[src/hdl/region_copy_segmenter_assert.svh]
// Assertion macros for the region copy segmenter.
// Expects clk and rst in the scope of the module that uses them.
`ifndef REGION_COPY_SEGMENTER_ASSERT_SVH
`define REGION_COPY_SEGMENTER_ASSERT_SVH
`ifndef SYNTHESIS
`define RCS_ASSERT(lbl, cond) \
  lbl: assert property (@(posedge clk) disable iff (rst) (cond)) \
    else $error("region_copy_segmenter: check failed");
`define RCS_ASSERT_IMPL(lbl, ante, cons) \
  lbl: assert property (@(posedge clk) disable iff (rst) (ante) |-> (cons)) \
    else $error("region_copy_segmenter: check failed");
`else
`define RCS_ASSERT(lbl, cond)
`define RCS_ASSERT_IMPL(lbl, ante, cons)
`endif
`endif

[src/hdl/rcs_pkg.sv]
// Shared constants for the region copy segmenter.
// No dependencies.
package rcs_pkg;

  localparam int CFG_W = 25;  // widest configuration register
  localparam int CNT_W = 6;   // region count register width
  localparam int LEN_W = 30;  // copy length width
  localparam int REG_W = 5;   // region index width
  localparam int IDX_W = 2;   // configuration register index width

  localparam logic [IDX_W-1:0] CFG_SRC_BYTES  = 2'd0;
  localparam logic [IDX_W-1:0] CFG_DEST_BYTES = 2'd1;
  localparam logic [IDX_W-1:0] CFG_SRC_COUNT  = 2'd2;
  localparam logic [IDX_W-1:0] CFG_DEST_COUNT = 2'd3;

  localparam logic [CFG_W-1:0] RST_REGION_BYTES = 25'd4096;
  localparam logic [CNT_W-1:0] RST_REGION_COUNT = 6'd1;

endpackage

[src/hdl/region_copy_segmenter.sv]
// Region copy segmenter: splits a copy request into segments that cross no
// source or destination region boundary. Depends on rcs_pkg and the assert header.
//
// Usage:
//   Input channel (in_valid/in_ready, copy_length) takes one request at a time.
//   in_ready is high only while the block is idle. A zero-length request is
//   taken and produces nothing.
//   Output channel (out_valid/out_ready) carries one segment per beat with
//   source/destination region and offset, seg_bytes and last. A request that
//   exceeds either side's total size yields one beat with error and last set
//   and all other fields zero.
//   The shared multiplier forms the source total in ST_MUL_S and the
//   destination total in ST_MUL_D; ST_CHECK does the size check and loads an
//   error beat, else ST_SEG loads one segment per cycle while out_ready is high.
//   A request yields at most 2*MAX_REGIONS-1 segments.
//   A single output register holds the current beat; when the receiver
//   stalls the sequencer holds and resumes on the next taken beat.
//   Configuration (cfg_we, cfg_index, cfg_data) must be written by the user
//   only while idle; the block itself does not enforce this. Reset restores
//   region sizes of 4096 and counts of 1 and empties the output register.
`include "region_copy_segmenter_assert.svh"

module region_copy_segmenter #(
  parameter int MAX_REGIONS = 32,
  parameter int OFFSET_BITS = 24
) (
  input  logic                          clk,
  input  logic                          rst,
  input  logic                          cfg_we,
  input  logic [rcs_pkg::IDX_W-1:0]     cfg_index,
  input  logic [rcs_pkg::CFG_W-1:0]     cfg_data,
  input  logic                          in_valid,
  output logic                          in_ready,
  input  logic [rcs_pkg::LEN_W-1:0]     copy_length,
  output logic                          out_valid,
  input  logic                          out_ready,
  output logic [rcs_pkg::REG_W-1:0]     src_region,
  output logic [OFFSET_BITS-1:0]        src_offset,
  output logic [rcs_pkg::REG_W-1:0]     dest_region,
  output logic [OFFSET_BITS-1:0]        dest_offset,
  output logic [OFFSET_BITS:0]          seg_bytes,
  output logic                          last,
  output logic                          error
);

  localparam int SZ_W  = OFFSET_BITS + 1;
  localparam int CMP_W = (SZ_W > rcs_pkg::CFG_W) ? SZ_W : rcs_pkg::CFG_W;
  localparam int TOT_W = SZ_W + rcs_pkg::CNT_W;
  localparam int TL_W  = (TOT_W > rcs_pkg::LEN_W) ? TOT_W : rcs_pkg::LEN_W;
  localparam int RW    = (SZ_W > rcs_pkg::LEN_W) ? SZ_W : rcs_pkg::LEN_W;
  localparam logic [rcs_pkg::CNT_W-1:0] MAX_CNT = rcs_pkg::CNT_W'(MAX_REGIONS);

  localparam logic [2:0] ST_IDLE  = 3'd0;
  localparam logic [2:0] ST_MUL_S = 3'd1;
  localparam logic [2:0] ST_MUL_D = 3'd2;
  localparam logic [2:0] ST_CHECK = 3'd3;
  localparam logic [2:0] ST_SEG   = 3'd4;

  // configuration registers
  logic [rcs_pkg::CFG_W-1:0] src_bytes_cfg, dest_bytes_cfg;
  logic [rcs_pkg::CNT_W-1:0] src_count_cfg, dest_count_cfg;

  logic [2:0]                 state;
  logic [rcs_pkg::LEN_W-1:0]  rem;
  logic [TOT_W-1:0]           s_total, d_total;
  logic [rcs_pkg::REG_W-1:0]  si, di;
  logic [OFFSET_BITS-1:0]     so, dof;

  logic [SZ_W-1:0]            sb, db;
  logic [rcs_pkg::CNT_W-1:0]  sc, dc;
  logic [SZ_W-1:0]            mul_a;
  logic [rcs_pkg::CNT_W-1:0]  mul_b;
  logic [TOT_W-1:0]           prod;
  logic                       too_big;
  logic [SZ_W-1:0]            s_room, d_room, room;
  logic [RW-1:0]              seg_rw;
  logic [SZ_W-1:0]            seg;
  logic                       seg_last;
  logic [SZ_W-1:0]            so_sum, do_sum;
  logic                       out_free;
  logic                       out_load;

  function automatic logic [SZ_W-1:0] clamp_size(input logic [rcs_pkg::CFG_W-1:0] v);
    logic [CMP_W-1:0] ext;
    logic [CMP_W-1:0] top;
    logic [CMP_W-1:0] res;
    ext = CMP_W'(v);
    top = CMP_W'(1) << OFFSET_BITS;
    if (ext == '0) begin
      res = CMP_W'(1);
    end else if (ext > top) begin
      res = top;
    end else begin
      res = ext;
    end
    return SZ_W'(res);
  endfunction

  assign sb = clamp_size(src_bytes_cfg);
  assign db = clamp_size(dest_bytes_cfg);
  assign sc = (src_count_cfg > MAX_CNT) ? MAX_CNT : src_count_cfg;
  assign dc = (dest_count_cfg > MAX_CNT) ? MAX_CNT : dest_count_cfg;

  // shared multiplier: source total, then destination total
  assign mul_a = (state == ST_MUL_D) ? db : sb;
  assign mul_b = (state == ST_MUL_D) ? dc : sc;
  assign prod  = TOT_W'(mul_a) * TOT_W'(mul_b);

  assign too_big = (TL_W'(rem) > TL_W'(s_total)) || (TL_W'(rem) > TL_W'(d_total));

  // segment length: nearest boundary on either side or end of request
  assign s_room   = sb - SZ_W'(so);
  assign d_room   = db - SZ_W'(dof);
  assign room     = (s_room < d_room) ? s_room : d_room;
  assign seg_rw   = (RW'(room) < RW'(rem)) ? RW'(room) : RW'(rem);
  assign seg      = SZ_W'(seg_rw);
  assign seg_last = (RW'(rem) == seg_rw);
  assign so_sum   = SZ_W'(so) + seg;
  assign do_sum   = SZ_W'(dof) + seg;

  assign out_free = !out_valid || out_ready;
  assign out_load = out_free && (((state == ST_CHECK) && too_big) || (state == ST_SEG));
  assign in_ready = (state == ST_IDLE);

  always_ff @(posedge clk) begin
    if (rst) begin
      src_bytes_cfg  <= rcs_pkg::RST_REGION_BYTES;
      dest_bytes_cfg <= rcs_pkg::RST_REGION_BYTES;
      src_count_cfg  <= rcs_pkg::RST_REGION_COUNT;
      dest_count_cfg <= rcs_pkg::RST_REGION_COUNT;
    end else if (cfg_we) begin
      unique case (cfg_index)
        rcs_pkg::CFG_SRC_BYTES:  src_bytes_cfg  <= cfg_data;
        rcs_pkg::CFG_DEST_BYTES: dest_bytes_cfg <= cfg_data;
        rcs_pkg::CFG_SRC_COUNT:  src_count_cfg  <= cfg_data[rcs_pkg::CNT_W-1:0];
        rcs_pkg::CFG_DEST_COUNT: dest_count_cfg <= cfg_data[rcs_pkg::CNT_W-1:0];
        default: ;
      endcase
    end
  end

  always_ff @(posedge clk) begin
    if (rst) begin
      state     <= ST_IDLE;
      out_valid <= 1'b0;
    end else begin
      // load a new beat, else drop the one just taken
      if (out_load) begin
        out_valid <= 1'b1;
      end else if (out_ready) begin
        out_valid <= 1'b0;
      end
      unique case (state)
        ST_IDLE: begin
          // zero-length requests are dropped here
          if (in_valid && copy_length != '0) begin
            state <= ST_MUL_S;
          end
        end
        ST_MUL_S: state <= ST_MUL_D;
        ST_MUL_D: state <= ST_CHECK;
        ST_CHECK: begin
          if (too_big) begin
            if (out_free) begin
              state <= ST_IDLE;
            end
          end else begin
            state <= ST_SEG;
          end
        end
        ST_SEG: begin
          if (out_free && seg_last) begin
            state <= ST_IDLE;
          end
        end
        default: state <= ST_IDLE;
      endcase
    end
  end

  // datapath: request walk and output register
  always_ff @(posedge clk) begin
    unique case (state)
      ST_IDLE: begin
        rem <= copy_length;
        si  <= '0;
        di  <= '0;
        so  <= '0;
        dof <= '0;
      end
      ST_MUL_S: s_total <= prod;
      ST_MUL_D: d_total <= prod;
      ST_CHECK: begin
        if (too_big && out_free) begin
          src_region  <= '0;
          src_offset  <= '0;
          dest_region <= '0;
          dest_offset <= '0;
          seg_bytes   <= '0;
          last        <= 1'b1;
          error       <= 1'b1;
        end
      end
      ST_SEG: begin
        if (out_free) begin
          src_region  <= si;
          src_offset  <= so;
          dest_region <= di;
          dest_offset <= dof;
          seg_bytes   <= seg;
          last        <= seg_last;
          error       <= 1'b0;
          rem         <= rem - rcs_pkg::LEN_W'(seg_rw);
          // advance to the next region on a boundary hit
          if (so_sum == sb) begin
            so <= '0;
            si <= si + rcs_pkg::REG_W'(1);
          end else begin
            so <= OFFSET_BITS'(so_sum);
          end
          if (do_sum == db) begin
            dof <= '0;
            di  <= di + rcs_pkg::REG_W'(1);
          end else begin
            dof <= OFFSET_BITS'(do_sum);
          end
        end
      end
      default: ;
    endcase
  end

  `RCS_ASSERT_IMPL(a_seg_rem_nonzero, state == ST_SEG, rem != '0)
  `RCS_ASSERT_IMPL(a_seg_offsets_in_region, state == ST_SEG, (SZ_W'(so) < sb) && (SZ_W'(dof) < db))
  `RCS_ASSERT_IMPL(a_error_is_last, out_valid && error, last && seg_bytes == '0)
  `RCS_ASSERT_IMPL(a_segment_nonempty, out_valid && !error, seg_bytes != '0)
  `RCS_ASSERT(a_ready_only_idle, !in_ready || state == ST_IDLE)

endmodule

[config.mk]
export PLATFORM = sky130hd
export DESIGN_NAME = region_copy_segmenter
export DESIGN_NICKNAME = d
export VERILOG_FILES = /design/src/hdl/rcs_pkg.sv /design/src/hdl/region_copy_segmenter.sv
export VERILOG_INCLUDE_DIRS = /design/src /design/src/hdl
export SDC_FILE = /design/constraint.sdc
export NUM_CORES = 1
export LEC_CHECK = 0
export ABC_AREA = 1
export ABC_CLOCK_PERIOD_IN_PS = 10300
export BUFFER_PORTS_ARGS = -buffer_cell sky130_fd_sc_hd__buf_2
export CORE_AREA = 2 2 261 263
export DETAILED_ROUTE_END_ITERATION = 16
export DIE_AREA = 0 0 263 265
export HOLD_SLACK_MARGIN = 0.08
export PLACE_DENSITY = 0.66
export SLEW_MARGIN = 20
export SYNTH_ARGS = -nofsm -noshare
export SYNTH_HDL_FRONTEND = slang
export SYNTH_SLANG_ARGS = --single-unit
[constraint.sdc]
create_clock -name clk -period 10.3 [get_ports clk]
set_input_delay 2.06 -clock clk [delete_from_list [all_inputs] [get_ports clk]]
set_output_delay 2.06 -clock clk [all_outputs]
set_load 0.005 [all_outputs]
==> Word-level counts from Yosys, hierarchy flattened <==
Cells that the tools add are included.
{ "totals": {"reg_bits": 301, "in_bits": 62} }
{ "op_classes": {"reduce_logical": 26, "n_lt_le_gt_ge": 8, "n_mul": 1, "add_sub_neg": 7, "muxes": 49, "eq_ne": 17} }
{ "op_table": {"columns": ["op", "n"], "rows": [
  ["25-bit 2-to-1 mux", 8],
  ["24-bit one-hot mux with 2 select lines", 4],
  ["24-bit 2-to-1 mux", 7],
  ["30-bit by 31-bit greater-than comparator with 1-bit output", 2],
  ["30-bit 2-to-1 mux", 2],
  ["30-bit one-hot mux with 2 select lines", 1],
  ["24-bit by 25-bit adder with 25-bit output", 2],
  ["25-bit == test", 2],
  ["25-bit greater-than comparator, second input constant", 2],
  ["25-bit logical NOT", 2],
  ["25-bit one-hot mux with 2 select lines", 1],
  ["25-bit by 24-bit subtractor with 25-bit output", 2],
  ["5-bit one-hot mux with 2 select lines", 4],
  ["5-bit 2-to-1 mux", 7],
  ["25-bit by 6-bit multiplier with 31-bit output", 1],
  ["30-bit == test", 1],
  ["25-bit by 30-bit less-than comparator with 1-bit output", 1],
  ["30-bit nonzero test", 1],
  ["30-bit subtractor", 1],
  ["25-bit less-than comparator", 1],
  ["6-bit 2-to-1 mux", 3],
  ["3-bit one-hot mux with 5 select lines", 1],
  ["6-bit greater-than comparator, second input constant", 2],
  ["3-bit 2-to-1 mux", 4],
  ["other kinds (19)", 46]
]} }

==> Depth between registers and ports, before layout <==
Gate-level depths: netlist of run 1.
{ "logic_depth": {"ltp_word": 13, "ltp_mapped": 71, "depth_no_buf": 67} }

==> Least setup slack after synthesis of run 1 <==
Ideal clock, no wire load.
{ "synth_path": {"path_type": "register -> register", "from": "register src_bytes_cfg[7] (netlist name)", "to": "register di[0] (netlist name) (enable)", "stages_incl_launch_ff": 63, "setup_time_ns": 0.339, "arrival_time_ns": 8.130, "slack_ns": 1.831, "path_cell_list": "dfxtp_1 -> nor4_1 -> nand2_1 -> nor2_1 -> nand3_1 -> nand2_2 -> buf_4 -> o21ai_1 -> ha_1 -> inv_1 -> fa_1 -> nand2_1 -> and3_4 -> o21ai_4 -> a21oi_1 -> o21ai_2 -> a21oi_1 -> o21ai_0 -> [... 27 more ...] -> fa_1 -> nand3_1 -> nand2_1 -> nand2_1 -> nand2_1 -> nand4_1 -> nand2_1 -> nand2_1 -> nand2_1 -> xnor2_1 -> nor2_1 -> nor2_1 -> nand2_1 -> nor2_1 -> nand4_1 -> nor2_4 -> nor2_1 -> nor2_1"} }
{ "synth_between": {"elab_chain_len": 12, "word_cells_on_any_way": 13, "cone_classes": "2 x add/sub; 3 x order compare; 2 x eq/ne; 4 x mux; 2 x reduce/logical"} }
{ "synth_rtl": {"columns": ["element", "line", "source"], "rows": [
  ["start, declared", "region_copy_segmenter.sv:60", "logic [rcs_pkg::CFG_W-1:0] src_bytes_cfg, dest_bytes_cfg;"],
  ["start signal, assigned", "region_copy_segmenter.sv:127", "src_bytes_cfg <= rcs_pkg::RST_REGION_BYTES;"],
  ["start signal, assigned", "region_copy_segmenter.sv:133", "rcs_pkg::CFG_SRC_BYTES: src_bytes_cfg <= cfg_data;"],
  ["25-bit greater-than comparator", "region_copy_segmenter.sv:91", "end else if (ext > top) begin"],
  ["25-bit 2-to-1 mux", "region_copy_segmenter.sv:91", null],
  ["25-bit 2-to-1 mux (*)", "region_copy_segmenter.sv:89", "if (ext == '0) begin"],
  ["25-bit by 24-bit subtractor with 25-bit output (*)", "region_copy_segmenter.sv:112", "assign s_room = sb - SZ_W'(so);"],
  ["25-bit less-than comparator", "region_copy_segmenter.sv:114", "assign room = (s_room < d_room) ? s_room : d_room;"],
  ["25-bit 2-to-1 mux (*)", "region_copy_segmenter.sv:114", null],
  ["25-bit by 30-bit less-than comparator with 1-bit output", "region_copy_segmenter.sv:115", "assign seg_rw = (RW'(room) < RW'(rem)) ? RW'(room) : RW'(rem);"],
  ["30-bit 2-to-1 mux (*)", "region_copy_segmenter.sv:115", null],
  ["via seg_rw[0]", "region_copy_segmenter.sv:76", "logic [RW-1:0] seg_rw;"],
  ["24-bit by 25-bit adder with 25-bit output (*)", "region_copy_segmenter.sv:119", "assign do_sum = SZ_W'(dof) + seg;"],
  ["25-bit == test (*)", "region_copy_segmenter.sv:221", "if (do_sum == db) begin"],
  ["2-bit by 1-bit inequality test with 1-bit output (no source line) (*)", null, null],
  ["3-bit AND reduction (no source line) (*)", null, null],
  ["end signal, assigned", "region_copy_segmenter.sv:223", "di <= di + rcs_pkg::REG_W'(1);"],
  ["end, declared", "region_copy_segmenter.sv:66", "logic [rcs_pkg::REG_W-1:0] si, di;"]
]} }
Mark *: on every way through the listed nets, which the timed path passes. The rest lies on a longest branch.
A chain may end at the register's enable or synchronous reset.

==> Worst setup path in the final report of run 1 <==
{ "layout_path": {"from": "register src_bytes_cfg[8] (netlist name)", "to": "register di[2] (netlist name) (enable)"} }
The elaborated chain is that of the path after synthesis.

==> impl.org, run 1 <==
** Synthesis
- Count of synthesis-stage warnings from yosys :: 0
- Counting distinct cell types in the post-synthesis netlist gives 67.
- Sequential elements use 31.58% of the synthesized area.
- Mapped Avg Cell Area :: 7.833 um^2
- After synthesis, the largest family of logic cells by area is simple AND/OR/NAND/NOR gates.
- Post-Synth Simple-Gate Area :: 21.75%
- Synthesis produced 3387 cells.
- Multiplexer area fraction after synthesis :: 0%
- Xor and xnor fraction of the mapped netlist area :: 4.876%
- Netlist area before placement :: 26530 um^2
- Summing the areas of all compound-gate instances in the mapped netlist gives 12.53% of the synthesized area.
- Of the total synthesized cell area, the portion taken by full adders, half adders and majority gates is 20.22%.
- Among all flip-flop cells after synthesis, the most frequent one is sky130_fd_sc_hd__edfxtp_1.
- Ys async rst share :: 0%
- Counting flops and latches in the post-synthesis netlist gives 301.
- In this run, synthesis inferred 235 flip-flops with an integrated enable.
- Synth Net Count :: 3819

** Placed design
- Dpl ws :: 122.1 ps
- Buffers placed on the I/O ports in this run total 148.
- DP Cell Count :: 4416
- After legalization and detailed placement, the total HPWL measured 70820 um.
- Routability-driven placement finished with a final weighted congestion of 1.001.

** Setup path
- Kind of capture point of the worst setup path :: register
- Type of element launching the critical path :: register
- Max FO, Critical Path :: 27
- Among all stages on the critical path, the largest delay is contributed by sky130_fd_sc_hd__fa_1.
- For the worst setup path, the data required time is 10560 ps.
- In this design, the stage delay of the slowest critical-path cell is 410 ps.
- By startpoint and endpoint, the worst setup path is classified as register to register.
- Arrival time worst endpoint :: 9980 ps
- Across all register-to-register paths, the minimum setup slack is 580 ps.
- Most prevalent standard cell on the critical path :: sky130_fd_sc_hd__nand2_1

** Floorplan
- The initialized floorplan defines 95 standard-cell rows.
- The die is 265 um tall.
- Width of the die :: 263 um
- Standard cell core area :: 66800 um^2
- The initial utilization of the core area, before any placement, comes to 39.72%.
- Ports :: 149
- The floorplan step defined a die boundary enclosing 69700 um^2.

** Pwr
- For this design the static power due to leakage is 14.74 nW.
- Across the VDD grid, the largest voltage drop is 0.1608 mV.
- Power spread over the standard cell area amounts to 328.5 nW/um^2.
- The completed layout was analyzed and its total power is 9.877 mW.

** Global routing
- Vias in the first global route :: 22910
- M3 GR Usage :: 3.697%
- Wire length of the first global-routing pass :: 130900 um
- After global routing the overflow that remains totals 0.
- The number of antenna violations at the first check in global routing came to 4.
- Global routing usage on met1 :: 32.00%
- Entering global routing, the biggest net connects 73 pins.
- Met2 Usage GRT :: 39.59%
- Overall routing resource usage :: 24.50%
- In this run the most used layer during global routing was met2.

** CTS
- Clock root buffer :: sky130_fd_sc_hd__clkbuf_16
- Number of H-tree levels :: 2
- TritonCTS built the clock tree.
- The clock passes through at most 3 buffers.
- Total clock buffers created by CTS :: 35
- Clock Sink Count :: 301
- Insertion delay of the later-clocked pin in the worst-skew pair :: 560 ps
- CTS clock-pin slew for the worst setup and hold paths :: 60 ps

** Route
- Number of vias in the routed layout :: 23730
- The count of nets left with antenna violations once routing finished came out at 0.
- Drt pass-1 iters :: 6
- Drt via density :: 5.282
- For this run, design rule violations remaining after detail routing come to 0.
- For this block, the routed nets add up to 85890 um of wire.
- Dividing the detail-routed wire length by the instance count gives 19.12 um.
- For this block, the initial DRC count from the detailed router was 2219.

** STA
- Minimum clock period after layout :: 9722 ps
- Slew Limit Headroom :: 18.17%
- Total Neg Setup Slack :: 0 ps
- Number of pins exceeding their max-slew limit in the final report :: 0
- Setup slack closes at 578.3 ps.
- Transition at the pin with the smallest max-transition slack :: 1215 ps
- Clock skew on the completed layout was measured at 23.40 ps.
- Period utilization :: 94.39%
- Setup violations remaining at the end of the flow were counted as 0.
- The number of failing hold endpoints at the final stage was 0.
- Max frequency :: 102.9 MHz

** Worst hold path
- Class of the tightest hold or removal check :: register to register

** Final layout
- In the layout the commonest cells are sky130_fd_sc_hd__nand2_1, sky130_fd_sc_hd__inv_1, sky130_fd_sc_hd__nor2_1, sky130_fd_sc_hd__ha_1, sky130_fd_sc_hd__edfxtp_1.
- Most frequent standard cell in the layout excluding fill and tap cells :: sky130_fd_sc_hd__nand2_1
- Relative area change from synthesis to final layout :: 13.34%
- Number of standard cells in the final layout excluding fillers :: 4493
- Fraction of final layout cells sized beyond drive strength 1 :: 11.85%
- Nets :: 4025

** Status
- Outcome :: finished clean

** Run
- Maximum capacitance violations :: 0
[cell type report]
class | instances | area, um^2
multi-input cells | 2470 | 15950
repair buffers | 240 | 1484
clock inverters | 18 | 133.9
fillers | 6683 | 36730
diodes | 1 | 2.502
clock buffers | 45 | 977.2
inverters | 545 | 2054
well taps | 873 | 1092
flip-flops and latches | 301 | 8378
[power breakdown]
group / leakage, nW / total [mW] / internal, mW / switching (mW)
clock: 0.538 / 1.23 / 0.700 / 0.527
combinational: 11.3 / 7.07 / 2.54 / 4.53
sequential: 2.85 / 1.58 / 1.46 / 0.113
[final timing paths]
check | cells after the start | end | start
setup / recovery | 62 | di[2] | src_bytes_cfg[8]
hold / removal | 2 | dest_count_cfg[1] | dest_count_cfg[1]
setup reg to reg | 62 | di[2] | src_bytes_cfg[8]
hold reg to reg | 2 | dest_count_cfg[1] | dest_count_cfg[1]
[repair_timing]
action,in CTS,in global routing
gates resized for setup,0,52
setup endpoints to repair,0,79
hold endpoints to repair,0,0
setup buffers,0,13
hold buffers,0,0
[critical path, delay by kind of cell (launching register included)]
family                     cells  cell delay [ps]
DFF                            1              330
and+or+nand+nor               37             4640
adders and majority gates      4             1310
AOI/OAI and AO/OA              8             1280
xor gates and xnor gates       1              290
buffers and inverters         12             1530
[cells by family after synthesis]
family / count (synthesis)
xor gates and xnor gates: 143
and+or+nand+nor: 1373
AOI/OAI and AO/OA: 584
DFF: 301
adders and majority gates: 370
buffers and inverters: 616
[sequential cells by signal, summed over array words and instances (netlist names)]
name            flops
rem                30
src_count_cfg       6
si                  5
error               1
so                 24
state               3
src_region          5
dest_bytes_cfg     25
s_total            31
out_valid           1
d_total            31
di                  5
dest_count_cfg      6
src_offset         24
src_bytes_cfg      25
dest_offset        24
dof                24
last                1
dest_region         5
seg_bytes          25
[routing by layer]
metal	share of wire, %	wire [um]
met5	0.054	46
met4	5.5	4754
met3	7.3	6239
met2	45	38420
met1	42	36430
[synth_stat cells (4+ instances only)]
library cell               instances  area (um^2)
sky130_fd_sc_hd__nand2_1         722         2710
sky130_fd_sc_hd__inv_1           532         1997
sky130_fd_sc_hd__nor2_1          358         1344
sky130_fd_sc_hd__ha_1            272         3403
sky130_fd_sc_hd__edfxtp_1        235         7057
sky130_fd_sc_hd__a21oi_1         216         1081
sky130_fd_sc_hd__o21ai_0         201         1006
sky130_fd_sc_hd__nand3_1         120        600.6
sky130_fd_sc_hd__fa_1             98         1962
sky130_fd_sc_hd__xor2_1           88        770.7
sky130_fd_sc_hd__dfxtp_1          66         1321
sky130_fd_sc_hd__clkbuf_1         54        202.7
sky130_fd_sc_hd__xnor2_1          52        455.4
sky130_fd_sc_hd__nor3_1           39        195.2
sky130_fd_sc_hd__nand4_1          34        212.7
sky130_fd_sc_hd__o21ai_1          29        145.1
sky130_fd_sc_hd__nor2_2           25        156.4
sky130_fd_sc_hd__a21o_1           21        157.7
sky130_fd_sc_hd__a31oi_1          20        125.1
sky130_fd_sc_hd__nor4_1           20        125.1
sky130_fd_sc_hd__a211oi_1         14        105.1
sky130_fd_sc_hd__nand2_2          11        68.82
sky130_fd_sc_hd__o21a_1           11        82.58
sky130_fd_sc_hd__o21ai_2          11        96.34
sky130_fd_sc_hd__o21bai_1         11        82.58
sky130_fd_sc_hd__inv_2            10        37.54
sky130_fd_sc_hd__nor3_2           10        100.1
sky130_fd_sc_hd__or2_2             9        56.30
sky130_fd_sc_hd__nand3b_1          7        52.55
sky130_fd_sc_hd__buf_2             6        30.03
sky130_fd_sc_hd__buf_6             6        67.56
sky130_fd_sc_hd__o31ai_1           6        45.04
sky130_fd_sc_hd__a21oi_2           5        43.79
sky130_fd_sc_hd__o211ai_1          5        37.54
sky130_fd_sc_hd__a21boi_2          4        45.04
sky130_fd_sc_hd__and3_1            4        25.02
sky130_fd_sc_hd__o221ai_1          4        35.03
[stage by stage]
step                      hold slack, ps  area, um^2  util [%]
after floorplan                    443.6       26530         -
after global placement             468.4       28660     42.91
after detailed placement           471.2       28660     42.91
after CTS                          480.3       29770     44.57
after global routing               510.3       30070     45.01
final                              479.9       30070     45.01
Power figures use the tool's default switching activity.
==> run 2: changes to the inputs <==
BUFFER_PORTS_ARGS = -buffer_cell sky130_fd_sc_hd__buf_4   (was -buffer_cell sky130_fd_sc_hd__buf_2)
SLEW_MARGIN = unset   (was 20)
==> run 2 against run 1 <==
  * Die area unchanged
  * Non-clock buffer count fell by 8
  * Count of clock-buffer cells in the layout is 4 higher
  * Utilization is 0.47 points higher
  * Combinational power fell by 0.6%
  * Critical path type unchanged
==> impl.org, run 2 (synthesis gave the netlist of run 1 again) <==
** Status
- The flow ran to the end, and the final reports show no timing, DRC or antenna violations.

** Worst hold path
- Hold Path Origin :: dest_count_cfg[1]
- The worst hold path passes through 2 cells.
- The worst hold path terminates at dest_count_cfg[1].
- The path class of the tightest hold or removal check is register to register.

** Setup path
- Cell type of the slowest stage on the worst timing path :: sky130_fd_sc_hd__nor3_1
- Buffering stage count on the worst path with inverters included :: 11
- The worst register-to-register path begins at src_bytes_cfg[19].
- STA puts the critical path data required time at 10600 ps.
- The worst setup path is launched from a register.
- Most prevalent standard cell on the critical path :: sky130_fd_sc_hd__nand2_1
- The setup path with the least slack is of type register to register.
- Broken down by cell family, the worst path's largest delay share belongs to simple AND/OR/NAND/NOR gates.
- In this design, the stage delay of the slowest critical-path cell is 430 ps.
- For flop-to-flop paths, the worst setup slack is 620 ps.
- Endpoint of the worst register-to-register path :: so[0]
- Arrival time worst endpoint :: 9980 ps
- For the worst flop-to-flop path, the logic depth is 56.
- STA classifies the critical path endpoint as a register.
- Of all nets on the critical path, the largest fanout is 34.

** Floorplan
- Standard cell core area :: 66800 um^2
- Die Span Y :: 265 um
- Die ar. :: 69700 um^2
- Width of the die :: 263 um
- Initial standard-cell utilization of the core :: 39.72%
- 149 I/O pins were placed.
- FP Rows :: 95

** CTS
- TritonCTS built the clock tree.
- Counting every sink on the clock net gives 301.
- Clock tree synthesis inserted a total of 36 buffers.
- The longest clock path from root to sink contains 3 buffers.
- Clock root buffer :: sky130_fd_sc_hd__clkbuf_16
- After clock tree synthesis, the flow added hold-fix buffers numbering 0.
- Insertion delay of the later-clocked pin in the worst-skew pair :: 570 ps
- Clock-pin slew was measured on the worst setup and hold paths at 60 ps.
- In this run the number of H-tree levels came out at 2.

** Placed design
- Once detailed placement completed, the half-perimeter wirelength came to 72320 um.
- Routability-driven placement finished with a final weighted congestion of 1.011.
- Including well taps, the total number of placed cells is 4417.
- During placement, the flow inserted port buffers numbering 148.

** Final layout
- Multi-input gate area in the final layout :: 15910 um^2
- Leaving out fill and tap cells, the most frequent cell in the layout is sky130_fd_sc_hd__nand2_1.
- Relative area change from synthesis to final layout :: 14.53%
- Most used cells in the layout excluding fill and tap cells :: sky130_fd_sc_hd__nand2_1, sky130_fd_sc_hd__inv_1, sky130_fd_sc_hd__nor2_1, sky130_fd_sc_hd__ha_1, sky130_fd_sc_hd__edfxtp_1
- In the final layout, the registers with the most flip-flops are d_total x31, s_total x31, rem x30.
- The sequential cells in the finished layout cover a total of 8378 um^2.
- Number of standard cells in the final layout excluding fillers :: 4487
- Fill cell count :: 6729
- Nets :: 4019
- Fraction of final layout cells sized beyond drive strength 1 :: 11.43%
- Antenna diode count :: 0

** Run
- Across the run, the number of max-cap violations was 0.

** Route
- Wire length after detailed routing :: 87500 um
- Per-cell routed wire length :: 19.50 um
- Drt pass-1 iters :: 6
- Number of vias in the routed layout :: 23860
- The detail route stage leaves a number of antenna-violating nets equal to 0.
- Count of unresolved DRC violations after routing :: 0
- After detailed routing, the number of vias per cell comes to 5.318.
- Initial drt markers :: 2402

** STA
- Slew Limit Headroom :: 17.91%
- Final hold violation count :: 0
- After routing, the total negative slack on setup checks comes to 0 ps.
- Counting I/O delays and the setup requirement, the final critical path takes 9682 ps.
- Static timing analysis puts the maximum clock frequency at 103.3 MHz.
- Transition at the pin with the smallest max-transition slack :: 1218 ps
- The total count of max-transition violations in the final report is 0.
- Setup violations remaining at the end of the flow were counted as 0.
- Worst Clk Skew :: 30.12 ps
- Period utilization :: 94.00%

** Global routing
- After global routing the overflow that remains totals 0.
- Initial antenna violation count :: 1
- Maximum number of pins on one net before global-route repair :: 64
- Overall routing resource usage :: 24.86%
- Vias in the first global route :: 23120
- The first global-routing pass estimated 132900 um of wire.

** Pwr
- Reported leakage power :: 14.85 nW
- Maximum VDD drop :: 0.1652 mV
- In this run the power density over the cells is 325.8 nW/um^2.
## run 2: area by class of cell
cell class,count,share of cell area (%)
Clock buffer,49,3.298
Timing Repair Buffer,232,5.863
Sequential cell,301,27.57
Tap cell,873,3.595
Inverter,545,6.749
Clock inverter,16,0.5765
Multi-Input combinational cell,2471,52.35
## run 2: routing by layer
layer  part of all wire (%)  track usage, %  routed length [um]  up-vias
met3                    7.3           3.418                6384      166
met4                    4.9           11.21                4289        2
met2                     46           40.92               39960      848
li1                       -               -                   -    11560
met1                     42           32.55               36850    11290
met5                  0.011               0                  10        -
## run 2: worst reg2reg max path, delay by kind of cell, from the launching register on
family / cells / cell delay [ps]
simple gates: 34 / 4650
buf+inv: 11 / 1510
compound gates: 6 / 1430
fa+ha+maj: 4 / 1230
flops: 1 / 320
xor+xnor: 1 / 280
## run 2: worst max-delay path by stage
stage,depth (start not counted),end,from,slack (ps)
2_1_floorplan,62,di[0],src_bytes_cfg[7],1830
3_3_place_gp,59,so[0],dest_bytes_cfg[1],260
3_5_place_dp,58,dof[2],dest_bytes_cfg[4],260
4_1_cts,57,dof[2],src_bytes_cfg[7],170
5_1_grt,62,di[3],src_bytes_cfg[19],-10
6_report,56,so[0],src_bytes_cfg[19],620
## run 2: through the flow
stage               total power [mW]  util (%)  setup WS [ps]  hold slack (ps)  instance area (um^2)
floorplan                      6.385         -           1831            443.6                 26530
global placement               8.390     43.47          262.4            467.8                 29040
detailed placement             8.391     43.47          259.2            465.3                 29040
CTS                            9.724     45.23          172.7            476.7                 30220
global route                   10.68     45.49         -10.24            495.2                 30390
finish                         9.900     45.49          617.7            476.1                 30390
## run 2: repair_timing
action / CTS / global route
buffers inserted: 0 / 4
endpoints found under the setup margin: 0 / 73
resized for setup: 0 / 45
## run 2: report_power, final
part / internal (mW) / switching, mW
Sequential: 1.46 / 0.115
Combinational: 2.48 / 4.55
Clock: 0.762 / 0.533
